==> src/rtl/bdq_pkg.sv <==
// ----------------------------------------------------------------------------
// bdq_pkg
// Shared widths, request and status codes and control state type for the
// bounded deque.
// ----------------------------------------------------------------------------
package bdq_pkg;

  localparam int REQ_W      = 2;
  localparam int VALUE_W    = 32;
  localparam int STATUS_W   = 2;
  localparam int COUNT_W    = 5;
  localparam int CAP_W      = 5;
  // front, back, count, empty, full = 71 bits, padded to 9 bytes
  localparam int OUT_DATA_W = 72;
  localparam int OUT_PAD_W  = OUT_DATA_W - (2 * VALUE_W + COUNT_W + 2);

  localparam logic [CAP_W-1:0] CAP_RESET = 5'd16;

  typedef enum logic [REQ_W-1:0] {
    REQ_PUSH_FRONT = 2'd0,
    REQ_PUSH_BACK  = 2'd1,
    REQ_POP_FRONT  = 2'd2,
    REQ_POP_BACK   = 2'd3
  } req_t;

  typedef enum logic [STATUS_W-1:0] {
    STAT_DONE      = 2'd0,
    STAT_OVERFLOW  = 2'd1,
    STAT_UNDERFLOW = 2'd2
  } status_t;

  typedef enum logic [1:0] {
    ST_IDLE,
    ST_READ,
    ST_LOAD
  } state_t;

endpackage

==> src/rtl/bdq_mem.sv <==
// ----------------------------------------------------------------------------
// bdq_mem
// Slot storage: one write port, two read ports with registered read data.
// ----------------------------------------------------------------------------
module bdq_mem #(
  parameter int DEPTH     = 16,
  parameter int WORD_BITS = 32,
  parameter int AW        = 4
) (
  input  logic                 clk,
  input  logic                 we,
  input  logic [AW-1:0]        waddr,
  input  logic [WORD_BITS-1:0] wdata,
  input  logic                 re,
  input  logic [AW-1:0]        raddr_a,
  input  logic [AW-1:0]        raddr_b,
  output logic [WORD_BITS-1:0] rdata_a,
  output logic [WORD_BITS-1:0] rdata_b
);

  logic [WORD_BITS-1:0] mem [DEPTH];

  always_ff @(posedge clk) begin
    if (we) begin
      mem[waddr] <= wdata;
    end
  end

  always_ff @(posedge clk) begin
    if (re) begin
      rdata_a <= mem[raddr_a];
      rdata_b <= mem[raddr_b];
    end
  end

endmodule

==> src/rtl/bounded_deque_unit.sv <==
// ----------------------------------------------------------------------------
// bounded_deque_unit
// Double-ended queue of words in a ring buffer with head and tail pointers.
// ----------------------------------------------------------------------------
//
//  channel | dir | tdata                                 | tuser
//  --------+-----+---------------------------------------+-------------
//  in_     | in  | push_value[31:0]                      | req_type
//  out_    | out | front, back, count, empty, full, pad  | status
//  cfg_    | in  | capacity[4:0] (cfg_wdata, cfg_we)     | -
//
//  Each request passes through accept (pointer update and slot write),
//  read (both ends fetched from the slot memory) and load (result register).
//  The registered read data of the two-port slot memory calls for the read step.
//  A result stalled at out_ holds the block in the load step; the next
//  request is taken as soon as the result register is loaded.
//  Reset empties the deque (head 0, tail head - 1, count 0) and sets capacity to 16; slots are not cleared.
//
module bounded_deque_unit #(
  parameter int DEPTH     = 16,
  parameter int WORD_BITS = 32
) (
  input  logic                            clk,
  input  logic                            rst_n,
  input  logic                            in_tvalid,
  output logic                            in_tready,
  input  logic [bdq_pkg::VALUE_W-1:0]     in_tdata,   // push_value[31:0]
  input  logic [bdq_pkg::REQ_W-1:0]       in_tuser,   // req_type[1:0]
  output logic                            out_tvalid,
  input  logic                            out_tready,
  // front_value[31:0], back_value[63:32], entry_count[68:64],
  // is_empty[69], is_full[70], zero[71]
  output logic [bdq_pkg::OUT_DATA_W-1:0]  out_tdata,
  output logic [bdq_pkg::STATUS_W-1:0]    out_tuser,  // status[1:0]
  input  logic                            cfg_we,
  input  logic [bdq_pkg::CAP_W-1:0]       cfg_wdata
);

  import bdq_pkg::*;

  localparam int AW = (DEPTH > 1) ? $clog2(DEPTH) : 1;
  localparam int OW = $clog2(DEPTH + 1);
  localparam int CW = (OW > CAP_W) ? OW : CAP_W;
  localparam logic [AW-1:0] LAST_IDX = AW'(DEPTH - 1);
  localparam logic [CW-1:0] DEPTH_C  = CW'(DEPTH);

  function automatic logic [AW-1:0] idx_inc(input logic [AW-1:0] idx);
    return (idx == LAST_IDX) ? '0 : idx + 1'b1;
  endfunction

  function automatic logic [AW-1:0] idx_dec(input logic [AW-1:0] idx);
    return (idx == '0) ? LAST_IDX : idx - 1'b1;
  endfunction

  // pointer state; tail_r is the back slot, head - 1 when empty
  logic [AW-1:0]  head_r, head_nxt;
  logic [AW-1:0]  tail_r, tail_nxt;
  logic [OW-1:0]  occ_r, occ_nxt;
  logic [CAP_W-1:0] cap_r;
  status_t        status_r, status_nxt;
  state_t         state_r, state_nxt;

  logic                  out_tvalid_r;
  logic [OUT_DATA_W-1:0] out_tdata_r;
  logic [STATUS_W-1:0]   out_tuser_r;
  logic                  load_out;

  logic                 mem_we, mem_re;
  logic [AW-1:0]        mem_waddr;
  logic [WORD_BITS-1:0] mem_wdata;
  logic [WORD_BITS-1:0] rd_front, rd_back;

  logic [CW-1:0]      eff_cap, occ_ext;
  logic               at_cap, is_zero;
  logic [VALUE_W-1:0] front_val, back_val;

  // capacity above the depth acts as the depth
  assign eff_cap = (CW'(cap_r) > DEPTH_C) ? DEPTH_C : CW'(cap_r);
  assign occ_ext = CW'(occ_r);
  assign at_cap  = (occ_ext >= eff_cap);
  assign is_zero = (occ_r == '0);

  assign mem_wdata = WORD_BITS'(in_tdata);

  bdq_mem #(
    .DEPTH     (DEPTH),
    .WORD_BITS (WORD_BITS),
    .AW        (AW)
  ) u_mem (
    .clk     (clk),
    .we      (mem_we),
    .waddr   (mem_waddr),
    .wdata   (mem_wdata),
    .re      (mem_re),
    .raddr_a (head_r),
    .raddr_b (tail_r),
    .rdata_a (rd_front),
    .rdata_b (rd_back)
  );

  always_ff @(posedge clk) begin
    if (!rst_n) begin
      cap_r <= CAP_RESET;
    end else if (cfg_we) begin
      cap_r <= cfg_wdata;
    end
  end

  always_ff @(posedge clk) begin
    if (!rst_n) begin
      state_r  <= ST_IDLE;
      head_r   <= '0;
      tail_r   <= LAST_IDX;
      occ_r    <= '0;
      status_r <= STAT_DONE;
    end else begin
      state_r  <= state_nxt;
      head_r   <= head_nxt;
      tail_r   <= tail_nxt;
      occ_r    <= occ_nxt;
      status_r <= status_nxt;
    end
  end

  always_comb begin
    state_nxt  = state_r;
    head_nxt   = head_r;
    tail_nxt   = tail_r;
    occ_nxt    = occ_r;
    status_nxt = status_r;
    in_tready  = 1'b0;
    mem_we     = 1'b0;
    mem_waddr  = head_r;
    mem_re     = 1'b0;
    load_out   = 1'b0;
    case (state_r)
      ST_IDLE: begin
        in_tready = 1'b1;
        if (in_tvalid) begin
          state_nxt  = ST_READ;
          status_nxt = STAT_DONE;
          case (req_t'(in_tuser))
            REQ_PUSH_FRONT: begin
              if (at_cap) begin
                status_nxt = STAT_OVERFLOW;
              end else begin
                head_nxt  = idx_dec(head_r);
                mem_we    = 1'b1;
                mem_waddr = idx_dec(head_r);
                occ_nxt   = occ_r + 1'b1;
              end
            end
            REQ_PUSH_BACK: begin
              if (at_cap) begin
                status_nxt = STAT_OVERFLOW;
              end else begin
                tail_nxt  = idx_inc(tail_r);
                mem_we    = 1'b1;
                mem_waddr = idx_inc(tail_r);
                occ_nxt   = occ_r + 1'b1;
              end
            end
            REQ_POP_FRONT: begin
              if (is_zero) begin
                status_nxt = STAT_UNDERFLOW;
              end else begin
                head_nxt = idx_inc(head_r);
                occ_nxt  = occ_r - 1'b1;
              end
            end
            REQ_POP_BACK: begin
              if (is_zero) begin
                status_nxt = STAT_UNDERFLOW;
              end else begin
                tail_nxt = idx_dec(tail_r);
                occ_nxt  = occ_r - 1'b1;
              end
            end
            default: begin
              status_nxt = STAT_DONE;
            end
          endcase
        end
      end
      ST_READ: begin
        // pointers are settled and any write has landed
        mem_re    = 1'b1;
        state_nxt = ST_LOAD;
      end
      ST_LOAD: begin
        if (!out_tvalid_r || out_tready) begin
          load_out  = 1'b1;
          state_nxt = ST_IDLE;
        end
      end
      default: begin
        state_nxt = ST_IDLE;
      end
    endcase
  end

  // empty queue reports all ones at both ends
  assign front_val = is_zero ? '1 : VALUE_W'(rd_front);
  assign back_val  = is_zero ? '1 : VALUE_W'(rd_back);

  always_ff @(posedge clk) begin
    if (!rst_n) begin
      out_tvalid_r <= 1'b0;
    end else if (load_out) begin
      out_tvalid_r <= 1'b1;
    end else if (out_tready) begin
      out_tvalid_r <= 1'b0;
    end
  end

  always_ff @(posedge clk) begin
    if (load_out) begin
      out_tdata_r <= {{OUT_PAD_W{1'b0}}, at_cap, is_zero, occ_ext[COUNT_W-1:0],
                      back_val, front_val};
      out_tuser_r <= status_r;
    end
  end

  assign out_tvalid = out_tvalid_r;
  assign out_tdata  = out_tdata_r;
  assign out_tuser  = out_tuser_r;

endmodule

==> config.mk <==
export PLATFORM = sky130hd
export DESIGN_NAME = bounded_deque_unit
export DESIGN_NICKNAME = d
export VERILOG_FILES = /design/src/rtl/bdq_pkg.sv /design/src/rtl/bdq_mem.sv /design/src/rtl/bounded_deque_unit.sv
export SDC_FILE = /design/constraint.sdc
export NUM_CORES = 1
export LEC_CHECK = 0
export BUFFER_PORTS_ARGS = -buffer_cell sky130_fd_sc_hd__buf_4
export CAP_MARGIN = 20
export CORE_MARGIN = 4
export CORE_UTILIZATION = 45
export DETAILED_ROUTE_END_ITERATION = 8
export PLACE_DENSITY = 0.64
export SLEW_MARGIN = 20
export SYNTH_ARGS = -nofsm -noshare
export SYNTH_HDL_FRONTEND = slang
export SYNTH_SLANG_ARGS = --single-unit
==> constraint.sdc <==
create_clock -name clk -period 9.9 [get_ports clk]
set_input_delay 0 -clock clk [delete_from_list [all_inputs] [get_ports clk]]
set_output_delay 0 -clock clk [all_outputs]
set_load 0.005 [all_outputs]
==> results_dict.tcl <==
set metrics [dict create \
    finalMaxSlewViolations 0 \
    status "complete, no violations" \
    finalCriticalPeriod_ps 4420 \
    syn_inst 1360 \
    peakVddDrop_mv 0.112 \
    drive_gt1_share_pct 42.0 \
    cts_setup_buffers 0 \
    powerDensity_mw_per_mm2 209 \
    vias 14800 \
    path_clk_slew_ps 60 \
    io_pins 120 \
    worst_pin_slew_ps 1110 \
    gr-usage-all-layers_pct 19.4 \
    drcViolationCount 0 \
    cts_buffers 71 \
    critPathRequiredTime_ps 10150 \
    gr-usage-met1_pct 27.5 \
    multiInputGateArea_mm2 0.00912 \
    ys.flop_type "edfxtp_1" \
    clkPwrFrac_pct 36.2 \
    use_met3_pct 3.34 \
    fin_util_pct 52.9 \
    die_w_um 264 \
    synth_seq_area_share_pct 67.7 \
    cp_max_fo 69 \
    synth_seq_cells 672 \
    power_mw 7.15 \
    design_area_mm2 0.0342 \
    viasPerCell 6.05 \
    setup_viol 0 \
    clockRootBuffer "clkbuf_16" \
    start_util_pct 45.6 \
    port-buffer-count 118 \
    dp.final_hpwl_um 37500 \
    antenna_left 0 \
    syn_nets 1418 \
    antenna_found_initial 2 \
    grt_pass1_vias 15400 \
    crit_arrival_ps 4670 \
    switchingPower_mw 1.76 \
    cts_tree "built" \
    wl_per_cell_um 27.6 \
    critPathKind "reg2reg" \
    gp_congestion 0.769 \
    p_leak_nw 10.8 \
    max_freq_mhz 226 \
    pwr-share-seq_pct 47.0 \
    fillers 4965 \
    fp.dieH_um 264 \
    grt_max_degree 96 \
    rsz0062_at_grt "no" \
    fin_ws_ps 5480 \
    area_delta_synth_final_pct 15.9 \
    die_area_mm2 0.0696 \
    intPower_mw 5.40 \
    crit_path_end_kind "flop" \
    path_cells "ha_1 -> xor2_1 -> a21oi_1 -> a211oi_1 -> o211ai_1 -> nor4_4 -> buf_4" \
    htree_levels 3 \
    fin_tns_setup_ps 0 \
    top_usage_layer "met2" \
    preCtsSetupSlack_ps 5100 \
    slowest_delay_ps 1090 \
    crit_slowest_cell "dfxtp_4" \
    fin_crit_sh_pct 44.7 \
    coreArea_mm2 0.0646 \
    combPwrFrac_pct 16.9 \
    cts_buffer_depth 3 \
    clkLatencyLatePin_ps 610 \
    hold_viol 0 \
    grt_overflow 0 \
    met2_usage_pct 31.8 \
    wl_um 67600 \
    place_area_mm2 0.0314 \
    layout.area.seq_mm2 0.0200 \
    avgSynthCellArea_um2 21.7 \
    hp-class "in2reg" \
    drv_cap 0 \
    nets 1605 \
    rows 93 \
    crit_path_start_kind "flop" \
    grt_first_pass_wirelength_um 101000 \
    synth_edf_count 649 \
    relSlewSlack_pct 25.7 \
    yosysUniqueCellTypes 63 \
    firstDrtPassIters 7 \
    synth_warnings 0 \
    synthesis.area_mm2 0.0295 \
    async_reset_ff_share_pct 0 \
    clock_skew_ps 18.6 \
    cts_sinks 672 \
    drtIter0Drc 1431 \
    p_sw_share_pct 24.6 \
]
-- metal layers --
layer  wire length, um  up-vias
met4              1210        2
met3              4460       75
li1                  -     6247
met2             33900      543
met1             28000     7978
met5                 7        -
-- registers in the layout, summed over array words and instances (netlist names) --
name,count
u_mem.rdata_b,32
u_mem.mem,512
head_r,4
out_tvalid,1
cap_r,5
tail_r,4
out_tdata,71
out_tuser,2
state_r,2
status_r,2
occ_ext,5
u_mem.rdata_a,32
-- power by group through the flow --
stage / logic [mW] / registers [mW] / clock network (mW)
6_report: 1.21 / 3.36 / 2.59
5_1_grt: 1.30 / 3.38 / 2.77
4_1_cts: 1.23 / 3.36 / 2.65
3_5_place_dp: 1.20 / 3.42 / 0
3_3_place_gp: 1.19 / 3.42 / 0
2_1_floorplan: 0.946 / 3.35 / 0
-- worst paths after layout --
kind                                   from               end  slack (ps)  cells after the start
worst max register to register    tail_r[1]  u_mem.mem[6][24]        5480                      7
worst min register to register  status_r[0]      out_tuser[0]         430                      0
worst max-delay path              tail_r[1]  u_mem.mem[6][24]        5480                      7
worst min-delay path                 cfg_we          cap_r[4]         220                      3
-- timing repair --
item                      4_1_cts  5_1_grt
hold endpoints to repair      535        0
hold buffers                   53        0
gates resized for setup         0        0
-- critical path, delay by kind of cell, from the launching register on --
| kind | cells | cell delay [ps] |
|---|---|---|
| buffers and inverters | 1 | 550 |
| and+or+nand+nor | 1 | 900 |
| adders and majority gates | 1 | 460 |
| AOI/OAI and AO/OA | 3 | 850 |
| DFF | 1 | 1090 |
| xor gates and xnor gates | 1 | 190 |
-- cell type report --
cell class	instances	share of cell area, %
inverters	13	0.143
flip-flops and latches	672	58.5
repair buffers	208	5.04
well taps	855	3.13
clock inverters	37	1.17
multi-input cells	581	26.7
diodes	1	0.00733
clock buffers	86	5.37
-- metrics by stage --
stage                     hold WS, ps  instances
final                             215       2453
after global routing              217       2452
after CTS                         172       2451
after detailed placement          253       2275
after global placement            241       2274
after floorplan                  98.9       1360
-- cell usage in the layout (no fill, tap or decap), types with 10 or more instances in the layout --
cell type | synthesis | layout
edfxtp_1 | 649 | 649
mux4_2 | 320 | 320
buf_4 | 10 | 151
clkbuf_16 | 0 | 71
or2_2 | 61 | 61
dlygate4sd3_1 | 0 | 53
nand2_1 | 24 | 24
nor2_1 | 20 | 17
a21oi_1 | 17 | 16
clkinv_1 | 2 | 16
dfxtp_1 | 23 | 16
clkbuf_1 | 37 | 15
ha_1 | 13 | 13
nand3_1 | 11 | 11
inv_1 | 10 | 10
-- synth_stat cells (4+ instances only) --
| master | number | share of area [%] |
|---|---|---|
| nor3b_1 | 4 | 0.10 |
| a21o_1 | 5 | 0.13 |
| nor3_1 | 9 | 0.15 |
| inv_1 | 10 | 0.13 |
| a21oi_1 | 17 | 0.29 |
| mux4_2 | 320 | 24 |
| nor2_1 | 20 | 0.25 |
| ha_1 | 13 | 0.55 |
| mux2i_1 | 5 | 0.17 |
| nor2b_1 | 5 | 0.11 |
| o21ai_0 | 6 | 0.10 |
| nor4_1 | 9 | 0.19 |
| clkbuf_1 | 37 | 0.47 |
| nand2_1 | 24 | 0.31 |
| xnor2_1 | 4 | 0.12 |
| buf_6 | 7 | 0.27 |
| nand3_1 | 11 | 0.19 |
| dfxtp_1 | 23 | 1.6 |
| buf_1 | 10 | 0.13 |
| o211ai_1 | 5 | 0.13 |
| nand2b_1 | 7 | 0.15 |
| buf_4 | 10 | 0.25 |
| buf_2 | 29 | 0.49 |
| a211oi_1 | 5 | 0.13 |
| edfxtp_1 | 649 | 66 |
| or2_2 | 61 | 1.3 |
-- cell families (layout without fill, tap and decap cells) --
group           after synthesis  in the layout  share of synthesized area (%)
xor+xnor                      6              6                          0.178
compound gates               68             68                           1.75
other cells                   1              2                         0.0127
buf+inv                     107            344                           1.80
fa+ha+maj                    14             14                          0.620
flops                       672            672                           67.7
mux                         325            325                           24.6
simple gates                167            167                           3.29
Power figures use the tool's default switching activity.
